## src/hw/rtl/pixel_format_to_rgb_unit_defines.svh

```systemverilog
// Assertion macros for the pixel format converter.
// Each use expects clk and rst_n in scope.
`ifndef PIXEL_FORMAT_TO_RGB_UNIT_DEFINES_SVH
`define PIXEL_FORMAT_TO_RGB_UNIT_DEFINES_SVH

// Same-cycle implication.
`define PFR_ASSERT_IMP(lbl, ante, cons) \
    lbl: assert property (@(posedge clk) disable iff (!rst_n) (ante) |-> (cons)) \
        else $error("pfr assertion failed");

// Next-cycle implication.
`define PFR_ASSERT_NXT(lbl, ante, cons) \
    lbl: assert property (@(posedge clk) disable iff (!rst_n) (ante) |=> (cons)) \
        else $error("pfr assertion failed");

`endif

```

## src/hw/rtl/pfr_pkg.sv

```systemverilog
`timescale 1ns / 1ps
`default_nettype none

package pfr_pkg;

    // Palette geometry
    localparam int PAL_ENTRIES = 256;
    localparam int PAL_AW      = $clog2(PAL_ENTRIES);

    // Pixel format codes
    localparam logic [1:0] FMT_YCBCR  = 2'd0;
    localparam logic [1:0] FMT_PAL8   = 2'd1;
    localparam logic [1:0] FMT_RGB555 = 2'd2;

    // Item commands
    localparam logic CMD_PIXEL = 1'b0;
    localparam logic CMD_LOAD  = 1'b1;

    // Register map (word index)
    localparam int         CFG_AW         = 4;
    localparam logic [1:0] REG_FORMAT     = 2'd0;
    localparam logic [1:0] REG_VIS_WIDTH  = 2'd1;
    localparam logic [1:0] REG_VIS_HEIGHT = 2'd2;
    localparam logic [1:0] REG_ROW_PITCH  = 2'd3;

    // YCbCr coefficients in thousandths
    localparam logic [10:0] COEF_R_CR  = 11'd1402;
    localparam logic [10:0] COEF_G_CB  = 11'd344;
    localparam logic [10:0] COEF_G_CR  = 11'd714;
    localparam logic [10:0] COEF_B_CB  = 11'd1772;
    localparam logic [8:0]  CHROMA_MID = 9'd128;

    // ceil(2^28 / 1000); exact floor(p / 1000) for p below 2^28 / 544
    localparam logic [18:0] RECIP_1000  = 19'd268436;
    localparam int          RECIP_SHIFT = 28;

    typedef struct packed {
        logic [1:0]  pixel_format;
        logic [12:0] visible_width;
        logic [12:0] visible_height;
        logic [15:0] row_pitch;
    } cfg_t;

    typedef struct packed {
        logic              wr_en;
        logic [PAL_AW-1:0] wr_slot;
        logic [31:0]       wr_data;
        logic              rd_en;
        logic [PAL_AW-1:0] rd_idx;
    } pal_req_t;

    typedef struct packed {
        logic s1_valid;
        logic s2_valid;
        logic s3_valid;
        logic s4_valid;
    } pipe_status_t;

endpackage

`default_nettype wire

```

## src/hw/rtl/pfr_cfg_regs.sv

```systemverilog
`timescale 1ns / 1ps
`default_nettype none

module pfr_cfg_regs (
    input  wire logic                       clk,
    input  wire logic                       rst_n,
    input  wire logic                       psel,
    input  wire logic                       penable,
    input  wire logic                       pwrite,
    input  wire logic [pfr_pkg::CFG_AW-1:0] paddr,
    input  wire logic [31:0]                pwdata,
    output logic      [31:0]                prdata,
    output pfr_pkg::cfg_t                   cfg
);

    pfr_pkg::cfg_t cfg_reg;
    pfr_pkg::cfg_t cfg_next;
    logic          wr_strobe;
    logic [1:0]    reg_sel;

    assign wr_strobe = psel && penable && pwrite;
    assign reg_sel   = paddr[3:2];

    always_comb
    begin
        cfg_next = cfg_reg;
        if (wr_strobe)
        begin
            case (reg_sel)
                pfr_pkg::REG_FORMAT:     cfg_next.pixel_format   = pwdata[1:0];
                pfr_pkg::REG_VIS_WIDTH:  cfg_next.visible_width  = pwdata[12:0];
                pfr_pkg::REG_VIS_HEIGHT: cfg_next.visible_height = pwdata[12:0];
                pfr_pkg::REG_ROW_PITCH:  cfg_next.row_pitch      = pwdata[15:0];
                default:                 cfg_next = cfg_reg;
            endcase
        end
    end

    always_ff @(posedge clk or negedge rst_n)
    begin
        if (!rst_n)
        begin
            cfg_reg <= '0;
        end
        else
        begin
            cfg_reg <= cfg_next;
        end
    end

    always_comb
    begin
        case (reg_sel)
            pfr_pkg::REG_FORMAT:     prdata = {30'd0, cfg_reg.pixel_format};
            pfr_pkg::REG_VIS_WIDTH:  prdata = {19'd0, cfg_reg.visible_width};
            pfr_pkg::REG_VIS_HEIGHT: prdata = {19'd0, cfg_reg.visible_height};
            pfr_pkg::REG_ROW_PITCH:  prdata = {16'd0, cfg_reg.row_pitch};
            default:                 prdata = '0;
        endcase
    end

    assign cfg = cfg_reg;

endmodule

`default_nettype wire

```

## config.mk

```make
export PLATFORM = sky130hd
export DESIGN_NAME = pfr_cfg_regs
export DESIGN_NICKNAME = d
export VERILOG_FILES = /design/src/hw/rtl/pixel_format_to_rgb_unit_defines.svh /design/src/hw/rtl/pfr_pkg.sv /design/src/hw/rtl/pfr_cfg_regs.sv
export SDC_FILE = /design/constraint.sdc
export NUM_CORES = 1
export LEC_CHECK = 0
export BUFFER_PORTS_ARGS = -buffer_cell sky130_fd_sc_hd__buf_2
export CORE_AREA = 2 2 101 79
export CTS_BUF_LIST = sky130_fd_sc_hd__clkbuf_8
export DETAILED_ROUTE_END_ITERATION = 16
export DIE_AREA = 0 0 103 81
export HOLD_SLACK_MARGIN = 0.02
export PLACE_DENSITY = 0.68
export SYNTH_ARGS = -nofsm -noshare
export SYNTH_HDL_FRONTEND = slang
export SYNTH_SLANG_ARGS = --single-unit
```

## constraint.sdc

```tcl
create_clock -name clk -period 1 [get_ports clk]
set_input_delay 0.05 -clock clk [delete_from_list [all_inputs] [get_ports clk]]
set_output_delay 0.05 -clock clk [all_outputs]
set_load 0.005 [all_outputs]
```

==> impl.org <==
** Run status
- The flow ran to the end, but the final reports show violations.
- The final reports fail on setup timing.

** Synth
- Yosys attributes the largest share of cell area to sky130_fd_sc_hd__dfrtp_1 (51%), sky130_fd_sc_hd__mux2_2 (24%), sky130_fd_sc_hd__mux2_4 (7.0%).
- The synthesized design contains 44 register bits.
- Proportion of netlist area held by the largest area contributor :: 0.511
- Synth Area per Inst :: 14.6 µm²
- In this run the cell area of the synthesized design comes to 0.00216 mm².
- After technology mapping, the gate count stands at 148.
- Among all flip-flop cells after synthesis, the most frequent one is sky130_fd_sc_hd__dfrtp_1.
- Library cell occupying the most area in the post-synthesis netlist :: sky130_fd_sc_hd__dfrtp_1
- Sequential area share after synthesis :: 0.511
- For this run, asynchronously set or reset flops after synthesis account for 1.00.
- Number of warnings printed during yosys synthesis :: 0
- Netlist cell types :: 19
- Number of flops mapped to enable cells by yosys :: 0

** GRT
- Maximum number of pins on one net before global-route repair :: 45
- Wire length of the first global-routing pass :: 8.98 mm
- Overall fraction of global-route tracks in use :: 0.141
- Total overflow reported by the global router :: 0
- The number of global-route vias before repair was 1829.
- Number of antenna violations at the first check in global routing :: 0

** Timing
- Setup repair after global routing missed its margin :: true
- On the final layout, the worst clock skew is 0 ns.
- The final max-slew violation count came to 0.
- Total negative slack :: -4.40 ns
- Share of the clock period used by the worst path after layout :: 1.35
- Worst path setup slack after routing :: -0.349 ns
- Setup violations remaining at the end of the flow were counted as 18.
- The count of endpoints failing hold in the final timing report came to 0.
- Clock period minus final worst setup slack :: 1.35 ns
- Based on the critical path, the design can be clocked at up to 741 MHz.

** Worst setup path
- Standard cell with the maximum stage delay on the critical path :: sky130_fd_sc_hd__mux4_2
- Slowest Stage Delay on Critical Path :: 0.47 ns
- Bufs and invs on worst path :: 1
- Start-to-end type of the worst setup path :: reg -> out
- The worst setup path is launched from a flip-flop.
- Kind of end point of the critical path :: output port
- Cell family with most CP delay :: multiplexers
- Endpoint arrival time on the critical path :: 1.30 ns
- Required time of the critical path :: 0.95 ns
- List of cells traversed by the critical path :: mux4_2 > buf_2
- In this run the worst path has a maximum fanout of 2.

** Pwr
- Worst-case vdd ir drop :: 0.743 mV
- Cell leakage power :: 1.84 nW
- The design draws 6.66 mW.
- Total power divided by cell area :: 1840 mW/mm²

** Placed design
- In this run, placement finished with an instance count of 373.
- Number of port buffers :: 82
- Worst setup timing slack at the placement stage :: -0.323 ns
- DP HPWL :: 4.16 mm
- Final RePlAce weighted congestion :: 0.760
- Summing all placed instances gives a cell area of 0.00304 mm².

** Floorplan
- Initial standard-cell utilization of the core :: 0.288
- Die Width :: 103 µm
- The total area inside the core boundary comes to 0.00750 mm².
- The die covers 0.00834 mm².
- In this run the core area contains 28 standard-cell rows.
- 117 I/O pins were placed.
- In this run the vertical extent of the chip is 81 µm.

** Detailed routing
- The first routing iteration left 22 violations.
- The first detailed-routing pass ran for 4 iterations.
- Number of nets still failing antenna checks after routing :: 0
- Post-detailed-route via-to-cell ratio :: 4.29
- After detailed routing, the total wire length is 6.17 mm.
- Routed wire length per instance :: 15.5 µm
- For this run, design rule violations remaining after detail routing come to 0.
- Across all layers, the routed design uses 1711 vias.

** Clock tree
- TritonCTS built the clock tree.
- CTS Root Buffer Type :: sky130_fd_sc_hd__clkbuf_8
- The clock passes through at most 2 buffers.
- The tree built by TritonCTS fans out to 44 sinks.
- After clock tree synthesis, the clock-pin slew on the worst setup and hold paths is 0.09 ns.
- Clock network latency to the later pin of the worst-skew pair :: 0.29 ns
- TritonCTS created 5 clock buffers.
- In this run the number of H-tree levels came out at 2.

** Layout
- Share of final-layout standard cells stronger than drive strength 1 :: 0.697
- In the layout the commonest cells are sky130_fd_sc_hd__buf_6 (59), sky130_fd_sc_hd__buf_2 (52), sky130_fd_sc_hd__dfrtp_1 (44), sky130_fd_sc_hd__mux2_2 (31), sky130_fd_sc_hd__mux2_4 (24).
- The net count of the finished layout is 334.
- The finished layout holds 399 standard cells, fillers aside.
- Design area :: 0.00363 mm²
- Number of antenna cells inserted :: 0
- The library cell used most frequently in the layout, excluding fill and tap cells, is sky130_fd_sc_hd__buf_6.
- Area delta synth->final :: 68.4%
- Number of flip-flops under the largest register name :: 44

** Run
- Reported max-cap violation count :: 0

** Hold path
- The min-delay analysis places its worst path in the category in -> reg.
-- what timing repair did --
action	in CTS	in global routing
hold buffers	11	1
buffers inserted	7	9
endpoints found under the hold margin	66	1
pin swaps	4	0
setup endpoints to repair	21	51
gates resized for setup	11	56
-- routing by layer --
| layer | global-route usage | up-vias | wire length (µm) |
|---|---|---|---|
| met4 | 0.0289 | 0 | 10 |
| met3 | 0.0318 | 2 | 293 |
| met1 | 0.187 | 853 | 2850 |
| li1 | - | 794 | - |
| met5 | 0 | - | 0 |
| met2 | 0.238 | 62 | 3010 |
-- cell usage after synthesis (2+ instances only) --
library cell	number
sky130_fd_sc_hd__a22o_1	11
sky130_fd_sc_hd__and3_1	3
sky130_fd_sc_hd__buf_2	2
sky130_fd_sc_hd__buf_4	19
sky130_fd_sc_hd__clkbuf_1	2
sky130_fd_sc_hd__dfrtp_1	44
sky130_fd_sc_hd__mux2_2	45
sky130_fd_sc_hd__mux2_4	10
sky130_fd_sc_hd__mux4_2	2
-- cell families after synthesis --
| group | after synthesis | synth area share |
|---|---|---|
| compound gates | 11 | 0.0447 |
| buf+inv | 25 | 0.0865 |
| flops | 44 | 0.511 |
| mux | 57 | 0.326 |
| other cells | 1 | 0.00174 |
| simple gates | 10 | 0.0308 |
-- power breakdown --
part / internal, mW / switching, mW
combinational: 1.96 / 0.856
sequential: 2.19 / 0.306
clock: 0.732 / 0.611
-- per-stage QoR --
| step | hold slack (ns) | util |
|---|---|---|
| global placement | 0.0502 | 0.405 |
| global route | 0.0276 | 0.484 |
| CTS | 0.0211 | 0.447 |
| detailed placement | 0.0523 | 0.405 |
| floorplan | -0.246 | - |
| finish | 0.0385 | 0.484 |
-- final timing paths --
kind,slack [ns],end,cells after the start,from
max,-0.35,prdata[1],2,cfg[30]
min,0.04,cfg[29],2,pwdata[0]
max reg2reg,0.01,cfg[1],3,cfg[1]
min reg2reg,0.55,cfg[32],1,cfg[32]
max in group asynchronous,0.51,cfg[4],3,rst_n
min in group asynchronous,0.27,cfg[8],3,rst_n
-- final cells by class --
cell class / count / area (µm²)
clock buffers: 5 / 68.8
clock inverters: 3 / 38.8
flip-flops and latches: 44 / 1100
repair buffers: 148 / 1280
fillers: 666 / 3870
multi-input cells: 94 / 1010
well taps: 105 / 131
No activity file was read; power rests on OpenSTA's default activity.
