File: src/hw/rtl/pixel_format_to_rgb_unit_defines.svh
// Assertion macros for the pixel format converter.
// Each use expects clk and rst_n in scope.
`ifndef PIXEL_FORMAT_TO_RGB_UNIT_DEFINES_SVH
`define PIXEL_FORMAT_TO_RGB_UNIT_DEFINES_SVH

// Same-cycle implication.
`define PFR_ASSERT_IMP(lbl, ante, cons) \
    lbl: assert property (@(posedge clk) disable iff (!rst_n) (ante) |-> (cons)) \
        else $error("pfr assertion failed");

// Next-cycle implication.
`define PFR_ASSERT_NXT(lbl, ante, cons) \
    lbl: assert property (@(posedge clk) disable iff (!rst_n) (ante) |=> (cons)) \
        else $error("pfr assertion failed");

`endif

File: src/hw/rtl/pfr_pkg.sv
`timescale 1ns / 1ps
`default_nettype none

package pfr_pkg;

    // Palette geometry
    localparam int PAL_ENTRIES = 256;
    localparam int PAL_AW      = $clog2(PAL_ENTRIES);

    // Pixel format codes
    localparam logic [1:0] FMT_YCBCR  = 2'd0;
    localparam logic [1:0] FMT_PAL8   = 2'd1;
    localparam logic [1:0] FMT_RGB555 = 2'd2;

    // Item commands
    localparam logic CMD_PIXEL = 1'b0;
    localparam logic CMD_LOAD  = 1'b1;

    // Register map (word index)
    localparam int         CFG_AW         = 4;
    localparam logic [1:0] REG_FORMAT     = 2'd0;
    localparam logic [1:0] REG_VIS_WIDTH  = 2'd1;
    localparam logic [1:0] REG_VIS_HEIGHT = 2'd2;
    localparam logic [1:0] REG_ROW_PITCH  = 2'd3;

    // YCbCr coefficients in thousandths
    localparam logic [10:0] COEF_R_CR  = 11'd1402;
    localparam logic [10:0] COEF_G_CB  = 11'd344;
    localparam logic [10:0] COEF_G_CR  = 11'd714;
    localparam logic [10:0] COEF_B_CB  = 11'd1772;
    localparam logic [8:0]  CHROMA_MID = 9'd128;

    // ceil(2^28 / 1000); exact floor(p / 1000) for p below 2^28 / 544
    localparam logic [18:0] RECIP_1000  = 19'd268436;
    localparam int          RECIP_SHIFT = 28;

    typedef struct packed {
        logic [1:0]  pixel_format;
        logic [12:0] visible_width;
        logic [12:0] visible_height;
        logic [15:0] row_pitch;
    } cfg_t;

    typedef struct packed {
        logic              wr_en;
        logic [PAL_AW-1:0] wr_slot;
        logic [31:0]       wr_data;
        logic              rd_en;
        logic [PAL_AW-1:0] rd_idx;
    } pal_req_t;

    typedef struct packed {
        logic s1_valid;
        logic s2_valid;
        logic s3_valid;
        logic s4_valid;
    } pipe_status_t;

endpackage

`default_nettype wire

File: src/hw/rtl/pfr_pix_if.sv
`timescale 1ns / 1ps
`default_nettype none

interface pfr_pix_if;
    logic        valid;
    logic        ready;
    logic        cmd;
    logic [11:0] col;
    logic [11:0] row_index;
    logic [7:0]  luma;
    logic [7:0]  chroma_blue;
    logic [7:0]  chroma_red;
    logic [7:0]  color_index;
    logic [15:0] packed_555;
    logic [7:0]  palette_slot;
    logic [31:0] palette_value;

    modport source (
        output valid, cmd, col, row_index, luma, chroma_blue, chroma_red,
               color_index, packed_555, palette_slot, palette_value,
        input  ready
    );

    modport sink (
        input  valid, cmd, col, row_index, luma, chroma_blue, chroma_red,
               color_index, packed_555, palette_slot, palette_value,
        output ready
    );
endinterface

`default_nettype wire

File: src/hw/rtl/pfr_res_if.sv
`timescale 1ns / 1ps
`default_nettype none

interface pfr_res_if;
    logic        valid;
    logic        ready;
    logic [27:0] dest_address;
    logic [31:0] rgb_word;

    modport source (
        output valid, dest_address, rgb_word,
        input  ready
    );

    modport sink (
        input  valid, dest_address, rgb_word,
        output ready
    );
endinterface

`default_nettype wire

File: src/hw/rtl/pfr_datapath.sv
`timescale 1ns / 1ps
`default_nettype none

// Four-stage conversion pipeline:
//   S1 capture + palette read, S2 products, S3 /1000 + address add, S4 clamp/select.
module pfr_datapath (
    input  wire logic                   clk,
    input  wire logic                   rst_n,
    input  wire pfr_pkg::cfg_t          cfg,
    pfr_pix_if.sink                     pixel,
    pfr_res_if.source                   result,
    output pfr_pkg::pal_req_t           pal_req,
    input  wire logic [31:0]            pal_rd_data,
    output pfr_pkg::pipe_status_t       status
);

    localparam logic [8:0] PAL_LIMIT = 9'(pfr_pkg::PAL_ENTRIES);

    // floor(p / 1000) by reciprocal multiply, exact over the product range
    function automatic logic [7:0] div_1000(input logic [17:0] p);
        logic [36:0] prod;
        prod = 37'(p) * 37'(pfr_pkg::RECIP_1000);
        return prod[pfr_pkg::RECIP_SHIFT+7:pfr_pkg::RECIP_SHIFT];
    endfunction

    function automatic logic signed [10:0] apply_sign(input logic neg, input logic [7:0] q);
        logic signed [10:0] v;
        v = $signed({3'b000, q});
        return neg ? -v : v;
    endfunction

    function automatic logic [7:0] clamp8(input logic signed [10:0] v);
        logic [7:0] c;
        if (v < 0)
            c = 8'd0;
        else if (v > 11'sd255)
            c = 8'd255;
        else
            c = v[7:0];
        return c;
    endfunction

    // handshake chain
    logic adv1, adv2, adv3, adv4;
    logic accept;
    logic keep;

    // stage valids
    logic v1_reg, v2_reg, v3_reg, v4_reg;

    // S1
    logic [11:0] s1_col_reg;
    logic [11:0] s1_row_reg;
    logic [7:0]  s1_luma_reg;
    logic [7:0]  s1_cb_mag_reg, s1_cr_mag_reg;
    logic        s1_cb_neg_reg, s1_cr_neg_reg;
    logic [1:0]  s1_fmt_reg;
    logic [14:0] s1_555_reg;
    logic        s1_idx_ok_reg;
    logic [7:0]  cb_mag_next, cr_mag_next;

    // S2
    logic [11:0] s2_col_reg;
    logic [27:0] s2_addr_prod_reg;
    logic [7:0]  s2_luma_reg;
    logic [17:0] s2_pr_reg, s2_pgb_reg, s2_pgr_reg, s2_pb_reg;
    logic        s2_cb_neg_reg, s2_cr_neg_reg;
    logic [1:0]  s2_fmt_reg;
    logic [14:0] s2_555_reg;
    logic [31:0] s2_pal_reg;

    // S3
    logic [27:0] s3_addr_reg;
    logic [7:0]  s3_luma_reg;
    logic [7:0]  s3_qr_reg, s3_qgb_reg, s3_qgr_reg, s3_qb_reg;
    logic        s3_cb_neg_reg, s3_cr_neg_reg;
    logic [1:0]  s3_fmt_reg;
    logic [14:0] s3_555_reg;
    logic [31:0] s3_pal_reg;

    // S4 / output
    logic [27:0]        out_addr_reg;
    logic [31:0]        out_rgb_reg;
    logic [31:0]        rgb_next;
    logic signed [10:0] y_s, r_sum, g_sum, b_sum;

    assign adv4 = !v4_reg || result.ready;
    assign adv3 = !v3_reg || adv4;
    assign adv2 = !v2_reg || adv3;
    assign adv1 = !v1_reg || adv2;

    assign pixel.ready = adv1;
    assign accept      = pixel.valid && adv1;

    assign keep = accept && (pixel.cmd == pfr_pkg::CMD_PIXEL)
               && ({1'b0, pixel.col} < cfg.visible_width)
               && ({1'b0, pixel.row_index} < cfg.visible_height)
               && ((cfg.pixel_format == pfr_pkg::FMT_YCBCR)
                   || (cfg.pixel_format == pfr_pkg::FMT_PAL8)
                   || (cfg.pixel_format == pfr_pkg::FMT_RGB555));

    // palette port: load items write, every S1 load reads
    assign pal_req.wr_en   = accept && (pixel.cmd == pfr_pkg::CMD_LOAD)
                          && ({1'b0, pixel.palette_slot} < PAL_LIMIT);
    assign pal_req.wr_slot = pixel.palette_slot[pfr_pkg::PAL_AW-1:0];
    assign pal_req.wr_data = pixel.palette_value;
    assign pal_req.rd_en   = adv1;
    assign pal_req.rd_idx  = pixel.color_index[pfr_pkg::PAL_AW-1:0];

    // chroma magnitude around 128
    assign cb_mag_next = pixel.chroma_blue[7] ? {1'b0, pixel.chroma_blue[6:0]}
                                              : 8'(pfr_pkg::CHROMA_MID - {1'b0, pixel.chroma_blue});
    assign cr_mag_next = pixel.chroma_red[7] ? {1'b0, pixel.chroma_red[6:0]}
                                             : 8'(pfr_pkg::CHROMA_MID - {1'b0, pixel.chroma_red});

    always_ff @(posedge clk or negedge rst_n)
    begin
        if (!rst_n)
        begin
            v1_reg <= 1'b0;
            v2_reg <= 1'b0;
            v3_reg <= 1'b0;
            v4_reg <= 1'b0;
        end
        else
        begin
            if (adv1) v1_reg <= keep;
            if (adv2) v2_reg <= v1_reg;
            if (adv3) v3_reg <= v2_reg;
            if (adv4) v4_reg <= v3_reg;
        end
    end

    // S1
    always_ff @(posedge clk)
    begin
        if (adv1)
        begin
            s1_col_reg    <= pixel.col;
            s1_row_reg    <= pixel.row_index;
            s1_luma_reg   <= pixel.luma;
            s1_cb_mag_reg <= cb_mag_next;
            s1_cr_mag_reg <= cr_mag_next;
            s1_cb_neg_reg <= !pixel.chroma_blue[7];
            s1_cr_neg_reg <= !pixel.chroma_red[7];
            s1_fmt_reg    <= cfg.pixel_format;
            s1_555_reg    <= pixel.packed_555[14:0];
            s1_idx_ok_reg <= ({1'b0, pixel.color_index} < PAL_LIMIT);
        end
    end

    // S2
    always_ff @(posedge clk)
    begin
        if (adv2)
        begin
            s2_col_reg       <= s1_col_reg;
            s2_addr_prod_reg <= 28'(s1_row_reg) * 28'(cfg.row_pitch);
            s2_luma_reg      <= s1_luma_reg;
            s2_pr_reg        <= 18'(s1_cr_mag_reg) * 18'(pfr_pkg::COEF_R_CR);
            s2_pgb_reg       <= 18'(s1_cb_mag_reg) * 18'(pfr_pkg::COEF_G_CB);
            s2_pgr_reg       <= 18'(s1_cr_mag_reg) * 18'(pfr_pkg::COEF_G_CR);
            s2_pb_reg        <= 18'(s1_cb_mag_reg) * 18'(pfr_pkg::COEF_B_CB);
            s2_cb_neg_reg    <= s1_cb_neg_reg;
            s2_cr_neg_reg    <= s1_cr_neg_reg;
            s2_fmt_reg       <= s1_fmt_reg;
            s2_555_reg       <= s1_555_reg;
            s2_pal_reg       <= s1_idx_ok_reg ? pal_rd_data : 32'd0;
        end
    end

    // S3
    always_ff @(posedge clk)
    begin
        if (adv3)
        begin
            s3_addr_reg   <= s2_addr_prod_reg + 28'(s2_col_reg);
            s3_luma_reg   <= s2_luma_reg;
            s3_qr_reg     <= div_1000(s2_pr_reg);
            s3_qgb_reg    <= div_1000(s2_pgb_reg);
            s3_qgr_reg    <= div_1000(s2_pgr_reg);
            s3_qb_reg     <= div_1000(s2_pb_reg);
            s3_cb_neg_reg <= s2_cb_neg_reg;
            s3_cr_neg_reg <= s2_cr_neg_reg;
            s3_fmt_reg    <= s2_fmt_reg;
            s3_555_reg    <= s2_555_reg;
            s3_pal_reg    <= s2_pal_reg;
        end
    end

    // S4: channel sums, clamp and format select
    assign y_s   = $signed({3'b000, s3_luma_reg});
    assign r_sum = y_s + apply_sign(s3_cr_neg_reg, s3_qr_reg);
    assign g_sum = y_s - apply_sign(s3_cb_neg_reg, s3_qgb_reg)
                       - apply_sign(s3_cr_neg_reg, s3_qgr_reg);
    assign b_sum = y_s + apply_sign(s3_cb_neg_reg, s3_qb_reg);

    always_comb
    begin
        case (s3_fmt_reg)
            pfr_pkg::FMT_YCBCR:  rgb_next = {8'd0, clamp8(r_sum), clamp8(g_sum), clamp8(b_sum)};
            pfr_pkg::FMT_PAL8:   rgb_next = s3_pal_reg;
            pfr_pkg::FMT_RGB555: rgb_next = {8'd0, s3_555_reg[14:10], 3'b000,
                                             s3_555_reg[9:5], 3'b000,
                                             s3_555_reg[4:0], 3'b000};
            default:             rgb_next = 32'd0;
        endcase
    end

    always_ff @(posedge clk)
    begin
        if (adv4)
        begin
            out_addr_reg <= s3_addr_reg;
            out_rgb_reg  <= rgb_next;
        end
    end

    assign result.valid        = v4_reg;
    assign result.dest_address = out_addr_reg;
    assign result.rgb_word     = out_rgb_reg;

    assign status.s1_valid = v1_reg;
    assign status.s2_valid = v2_reg;
    assign status.s3_valid = v3_reg;
    assign status.s4_valid = v4_reg;

endmodule

`default_nettype wire

File: src/flat_wrapper.sv
// flat-port wrapper written by rule: the top's interface ports become plain ports
module pfr_datapath_flat 
  (clk, rst_n, cfg, pal_req, pal_rd_data, status, pixel_valid, pixel_cmd, pixel_col, pixel_row_index, pixel_luma, pixel_chroma_blue, pixel_chroma_red, pixel_color_index, pixel_packed_555, pixel_palette_slot, pixel_palette_value, pixel_ready, result_valid, result_dest_address, result_rgb_word, result_ready);
  pfr_pix_if pixel_i ();
  pfr_res_if result_i ();
  input  wire logic clk;
  input  wire logic rst_n;
  input  wire pfr_pkg::cfg_t cfg;
  output pfr_pkg::pal_req_t pal_req;
  input  wire logic [31:0] pal_rd_data;
  output pfr_pkg::pipe_status_t status;
  input wire logic [$bits(pixel_i.valid)-1:0] pixel_valid;
  input wire logic [$bits(pixel_i.cmd)-1:0] pixel_cmd;
  input wire logic [$bits(pixel_i.col)-1:0] pixel_col;
  input wire logic [$bits(pixel_i.row_index)-1:0] pixel_row_index;
  input wire logic [$bits(pixel_i.luma)-1:0] pixel_luma;
  input wire logic [$bits(pixel_i.chroma_blue)-1:0] pixel_chroma_blue;
  input wire logic [$bits(pixel_i.chroma_red)-1:0] pixel_chroma_red;
  input wire logic [$bits(pixel_i.color_index)-1:0] pixel_color_index;
  input wire logic [$bits(pixel_i.packed_555)-1:0] pixel_packed_555;
  input wire logic [$bits(pixel_i.palette_slot)-1:0] pixel_palette_slot;
  input wire logic [$bits(pixel_i.palette_value)-1:0] pixel_palette_value;
  output wire logic [$bits(pixel_i.ready)-1:0] pixel_ready;
  output wire logic [$bits(result_i.valid)-1:0] result_valid;
  output wire logic [$bits(result_i.dest_address)-1:0] result_dest_address;
  output wire logic [$bits(result_i.rgb_word)-1:0] result_rgb_word;
  input wire logic [$bits(result_i.ready)-1:0] result_ready;
  assign pixel_i.valid = pixel_valid;
  assign pixel_i.cmd = pixel_cmd;
  assign pixel_i.col = pixel_col;
  assign pixel_i.row_index = pixel_row_index;
  assign pixel_i.luma = pixel_luma;
  assign pixel_i.chroma_blue = pixel_chroma_blue;
  assign pixel_i.chroma_red = pixel_chroma_red;
  assign pixel_i.color_index = pixel_color_index;
  assign pixel_i.packed_555 = pixel_packed_555;
  assign pixel_i.palette_slot = pixel_palette_slot;
  assign pixel_i.palette_value = pixel_palette_value;
  assign pixel_ready = pixel_i.ready;
  assign result_valid = result_i.valid;
  assign result_dest_address = result_i.dest_address;
  assign result_rgb_word = result_i.rgb_word;
  assign result_i.ready = result_ready;
  pfr_datapath u_core (.clk(clk), .rst_n(rst_n), .cfg(cfg), .pixel(pixel_i), .result(result_i), .pal_req(pal_req), .pal_rd_data(pal_rd_data), .status(status));
endmodule
File: config.mk
export PLATFORM = sky130hd
export DESIGN_NAME = pfr_datapath_flat
export DESIGN_NICKNAME = d
export VERILOG_FILES = /design/src/hw/rtl/pixel_format_to_rgb_unit_defines.svh /design/src/hw/rtl/pfr_pkg.sv /design/src/hw/rtl/pfr_pix_if.sv /design/src/hw/rtl/pfr_res_if.sv /design/src/hw/rtl/pfr_datapath.sv /design/src/flat_wrapper.sv
export SDC_FILE = /design/constraint.sdc
export NUM_CORES = 2
export LEC_CHECK = 0
export BUFFER_PORTS_ARGS = -buffer_cell sky130_fd_sc_hd__buf_2
export CELL_PAD_IN_SITES_DETAIL_PLACEMENT = 1
export CELL_PAD_IN_SITES_GLOBAL_PLACEMENT = 1
export CORE_MARGIN = 2
export CORE_UTILIZATION = 30
export DETAILED_ROUTE_END_ITERATION = 7
export PLACE_DENSITY = 0.55
export SLEW_MARGIN = 40
export SYNTH_ARGS = -nofsm -noshare
export SYNTH_HDL_FRONTEND = slang
export SYNTH_SLANG_ARGS = --single-unit
File: constraint.sdc
create_clock -name clk -period 15 [get_ports clk]
set_input_delay 0.75 -clock clk [delete_from_list [all_inputs] [get_ports clk]]
set_output_delay 0.75 -clock clk [all_outputs]
set_load 0.02 [all_outputs]
==> tab_implementation.tex <==
\begin{tabular}{lr}
\hline
Metric & Value \\
\hline
\multicolumn{2}{l}{\textbf{Logic synthesis}} \\
Most numerous cell in the Yosys netlist & sky130\_fd\_sc\_hd\_\_ha\_1 \\
Leading cell types by count after synthesis & sky130\_fd\_sc\_hd\_\_ha\_1 (788), sky130\_fd\_sc\_hd\_\_inv\_1 (772), sky130\_fd\_sc\_hd\_\_edfxtp\_1 (402), sky130\_fd\_sc\_hd\_\_fa\_1 (375), sky130\_fd\_sc\_hd\_\_nand2\_1 (220) \\
Area share of the largest cell type after synthesis & 0.301 \\
Number of library cell types mapped by synthesis & 72 \\
Synth area leaders & sky130\_fd\_sc\_hd\_\_edfxtp\_1 (30\%), sky130\_fd\_sc\_hd\_\_ha\_1 (25\%), sky130\_fd\_sc\_hd\_\_fa\_1 (19\%) \\
Part of the Yosys area used for sequential elements & 0.304 \\
Mean cell area of the mapped netlist & 11.1 um\^{}2 \\
Most used DFF post-synth & sky130\_fd\_sc\_hd\_\_edfxtp\_1 \\
Syn\_nets & 4970 \\
Cell type contributing the most total cell area after synthesis & sky130\_fd\_sc\_hd\_\_edfxtp\_1 \\
Fraction of registers with async set/reset & 0.00985 \\
Post-synth design cell area & 40100 um\^{}2 \\
Yosys warning count & 0 \\
Post-synthesis instance total & 3614 \\
Post-synth EDFFs & 402 \\
Flop and latch count out of synthesis & 406 \\
\multicolumn{2}{l}{\textbf{Global routing}} \\
GRT Resource Usage Total & 0.150 \\
Global-route wire length before repair & 160000 um \\
Largest net degree at the start of global routing & 65 \\
Initial antenna violation count & 18 \\
Number of global-route vias before repair & 28600 \\
Gr ovfl total & 0 \\
\multicolumn{2}{l}{\textbf{Timing}} \\
Unrepaired setup endpoints after global routing & false \\
Fin. Hold Viols & 0 \\
Maximum achievable frequency & 162 MHz \\
Relative slew slack & 0.437 \\
Number of failing setup endpoints in the final timing report & 0 \\
Final clock skew & 22.7 ps \\
Slew Limit Fails & 0 \\
Tightest Pin Transition & 843 ps \\
Final critical-path required period & 6160 ps \\
Final cycle utilization of the critical path & 0.411 \\
Worst Slack Setup Final & 8840 ps \\
Final total negative setup slack & 0 ps \\
\multicolumn{2}{l}{\textbf{Layout}} \\
Area growth, synth to finish & 11.7\% \\
Final nets & 5153 \\
Count of filler cells inserted in the layout & 14700 \\
Fraction of layout cells with a size suffix above 1 & 0.0860 \\
Area of combinational cells with multiple inputs & 24500 um\^{}2 \\
FF+latch area & 12200 um\^{}2 \\
Final design instance area without fill & 44800 um\^{}2 \\
Non-filler cells in the finished layout & 5606 \\
\multicolumn{2}{l}{\textbf{Routing}} \\
Via Count & 25800 \\
Average wire per standard cell & 17.8 um \\
Routed wire length & 99500 um \\
Number of DRC violations after detailed routing & 0 \\
Drt initial violations & 796 \\
Antenna Nets Post-Route & 0 \\
Number of detailed-route iterations in the first pass & 4 \\
Vias per inst & 4.59 \\
\multicolumn{2}{l}{\textbf{CTS}} \\
Clock tree from TritonCTS & done \\
Buffer count from post-CTS setup fixing & 0 \\
Total clock buffers created by CTS & 48 \\
Count of hold buffers inserted by post-cts repair & 1 \\
CTS max path bufs & 3 \\
Worst-path clk slew & 60 ps \\
Cell at the root of the clock tree & sky130\_fd\_sc\_hd\_\_clkbuf\_16 \\
H-tree depth & 2 \\
Number of gates resized after CTS & 0 \\
Clock Sink Count & 406 \\
Insertion delay to the later sink of the worst-skew pair & 610 ps \\
\multicolumn{2}{l}{\textbf{Worst setup path}} \\
Critical path's largest stage delay & 810 ps \\
Library cell appearing most often on the critical path & sky130\_fd\_sc\_hd\_\_fa\_1 \\
CP Capture Type & register \\
List of cells traversed by the critical path & nand2\_1 -> fa\_1 -> fa\_1 -> fa\_1 -> inv\_1 -> fa\_1 -> inv\_1 -> fa\_1 -> inv\_1 -> ha\_1 -> or3\_1 -> o2111ai\_1 -> nand3\_1 -> a31oi\_1 -> o21bai\_1 -> a21oi\_1 -> xnor2\_1 \\
Register-to-register path setup slack & 8840 ps \\
Req. time, crit path & 15350 ps \\
Startpoint kind of the worst setup timing path & register \\
Arr. time, crit path & 6520 ps \\
Largest driver fanout on the critical path & 16 \\
Type of the worst setup path & reg -> reg \\
Critical path's slowest cell & sky130\_fd\_sc\_hd\_\_edfxtp\_1 \\
\multicolumn{2}{l}{\textbf{Outcome}} \\
Status & completed \\
\multicolumn{2}{l}{\textbf{Die}} \\
Placement Rows & 134 \\
Die span in y & 370 um \\
Initial core utilization & 0.301 \\
Core Box Area & 133000 um\^{}2 \\
Num ports & 309 \\
Area of the die & 137000 um\^{}2 \\
Horizontal extent of the die & 370 um \\
\multicolumn{2}{l}{\textbf{Run}} \\
Max cap viols & 0 \\
\multicolumn{2}{l}{\textbf{Place}} \\
Count of port buffers added during placement & 211 \\
Instance area after placement & 43000 um\^{}2 \\
HPWL Detailed & 81800 um \\
Placer congestion estimate & 0.799 \\
Minimum setup slack after placement & 8680 ps \\
Number of placed instances with taps included & 5514 \\
\multicolumn{2}{l}{\textbf{Hold path}} \\
Class of the tightest hold or removal check & in -> reg \\
\hline
\end{tabular}
[cells in the final DEF (no fill, tap or decap), types with 11 or more instances in the layout]
master / netlist / final
sky130_fd_sc_hd__a211oi_1: 15 / 15
sky130_fd_sc_hd__a21o_1: 40 / 40
sky130_fd_sc_hd__a21oi_1: 123 / 123
sky130_fd_sc_hd__a22oi_1: 11 / 11
sky130_fd_sc_hd__a31oi_1: 13 / 13
sky130_fd_sc_hd__and2_1: 76 / 76
sky130_fd_sc_hd__and3_1: 18 / 18
sky130_fd_sc_hd__buf_2: 0 / 211
sky130_fd_sc_hd__clkbuf_16: 0 / 49
sky130_fd_sc_hd__clkinv_2: 0 / 13
sky130_fd_sc_hd__edfxtp_1: 402 / 402
sky130_fd_sc_hd__fa_1: 375 / 375
sky130_fd_sc_hd__ha_1: 788 / 788
sky130_fd_sc_hd__inv_1: 772 / 771
sky130_fd_sc_hd__nand2_1: 220 / 219
sky130_fd_sc_hd__nand2b_1: 26 / 26
sky130_fd_sc_hd__nand3_1: 35 / 34
sky130_fd_sc_hd__nand4_1: 12 / 12
sky130_fd_sc_hd__nor2_1: 83 / 83
sky130_fd_sc_hd__nor2b_1: 24 / 22
sky130_fd_sc_hd__nor3_1: 53 / 53
sky130_fd_sc_hd__nor4_1: 11 / 11
sky130_fd_sc_hd__o211ai_1: 11 / 11
sky130_fd_sc_hd__o21a_1: 16 / 16
sky130_fd_sc_hd__o21ai_0: 73 / 73
sky130_fd_sc_hd__o21ai_1: 18 / 17
sky130_fd_sc_hd__o21bai_1: 17 / 17
sky130_fd_sc_hd__o31ai_1: 13 / 13
sky130_fd_sc_hd__or3_1: 16 / 16
sky130_fd_sc_hd__xnor2_1: 112 / 112
sky130_fd_sc_hd__xor2_1: 50 / 50
[through the flow]
stage                     hold WS, ps   util
after global placement            401  0.323
after CTS                         258  0.337
final                             316  0.337
after detailed placement          405  0.324
after floorplan                   400      -
after global routing              280  0.337
[worst paths after layout]
check	end	from	cells after the start
setup / recovery	u_core.s2_addr_prod_reg[21]	u_core.s1_row_reg[5]	17
hold / removal	u_core.s1_555_reg[6]	pixel_packed_555[6]	1
setup reg to reg	u_core.s2_addr_prod_reg[21]	u_core.s1_row_reg[5]	17
hold reg to reg	u_core.s3_pal_reg[8]	u_core.s2_pal_reg[8]	0
max in group asynchronous	u_core.v3_reg	rst_n	2
min in group asynchronous	u_core.result.valid	rst_n	2
[critical path: cells and delay by family, from the launching register on]
family / cells / cell delay, ps
buf+inv: 3 / 160
flops: 1 / 810
fa+ha+maj: 6 / 2820
compound gates: 4 / 1120
xor+xnor: 1 / 80
simple gates: 3 / 890
[area by class of cell]
cell class	count	share of cell area
diodes	1	0.0000559
clock buffers	52	0.0276
clock inverters	38	0.0115
inverters	772	0.0647
multi-input cells	2344	0.547
flip-flops and latches	406	0.272
well taps	1768	0.0494
repair buffers	225	0.0275
[routing by layer]
metal  vias up  part of all wire  GRT usage
met5         -           0.00075          0
met4        12             0.024     0.0389
met3       127             0.038     0.0218
met2       335              0.47      0.252
met1     12900              0.47      0.201
li1      12400                 -          -
[kinds of logic after synthesis]
kind of cell,Yosys count,share of synthesized area
flops,406,0.304
compound gates,415,0.0674
simple gates,601,0.0735
xor+xnor,162,0.0354
buf+inv,864,0.0859
mux,3,0.000812
fa+ha+maj,1163,0.433
Power is not shown: default switching activity piles up to over one toggle a cycle in this logic, so the estimate is an artifact.
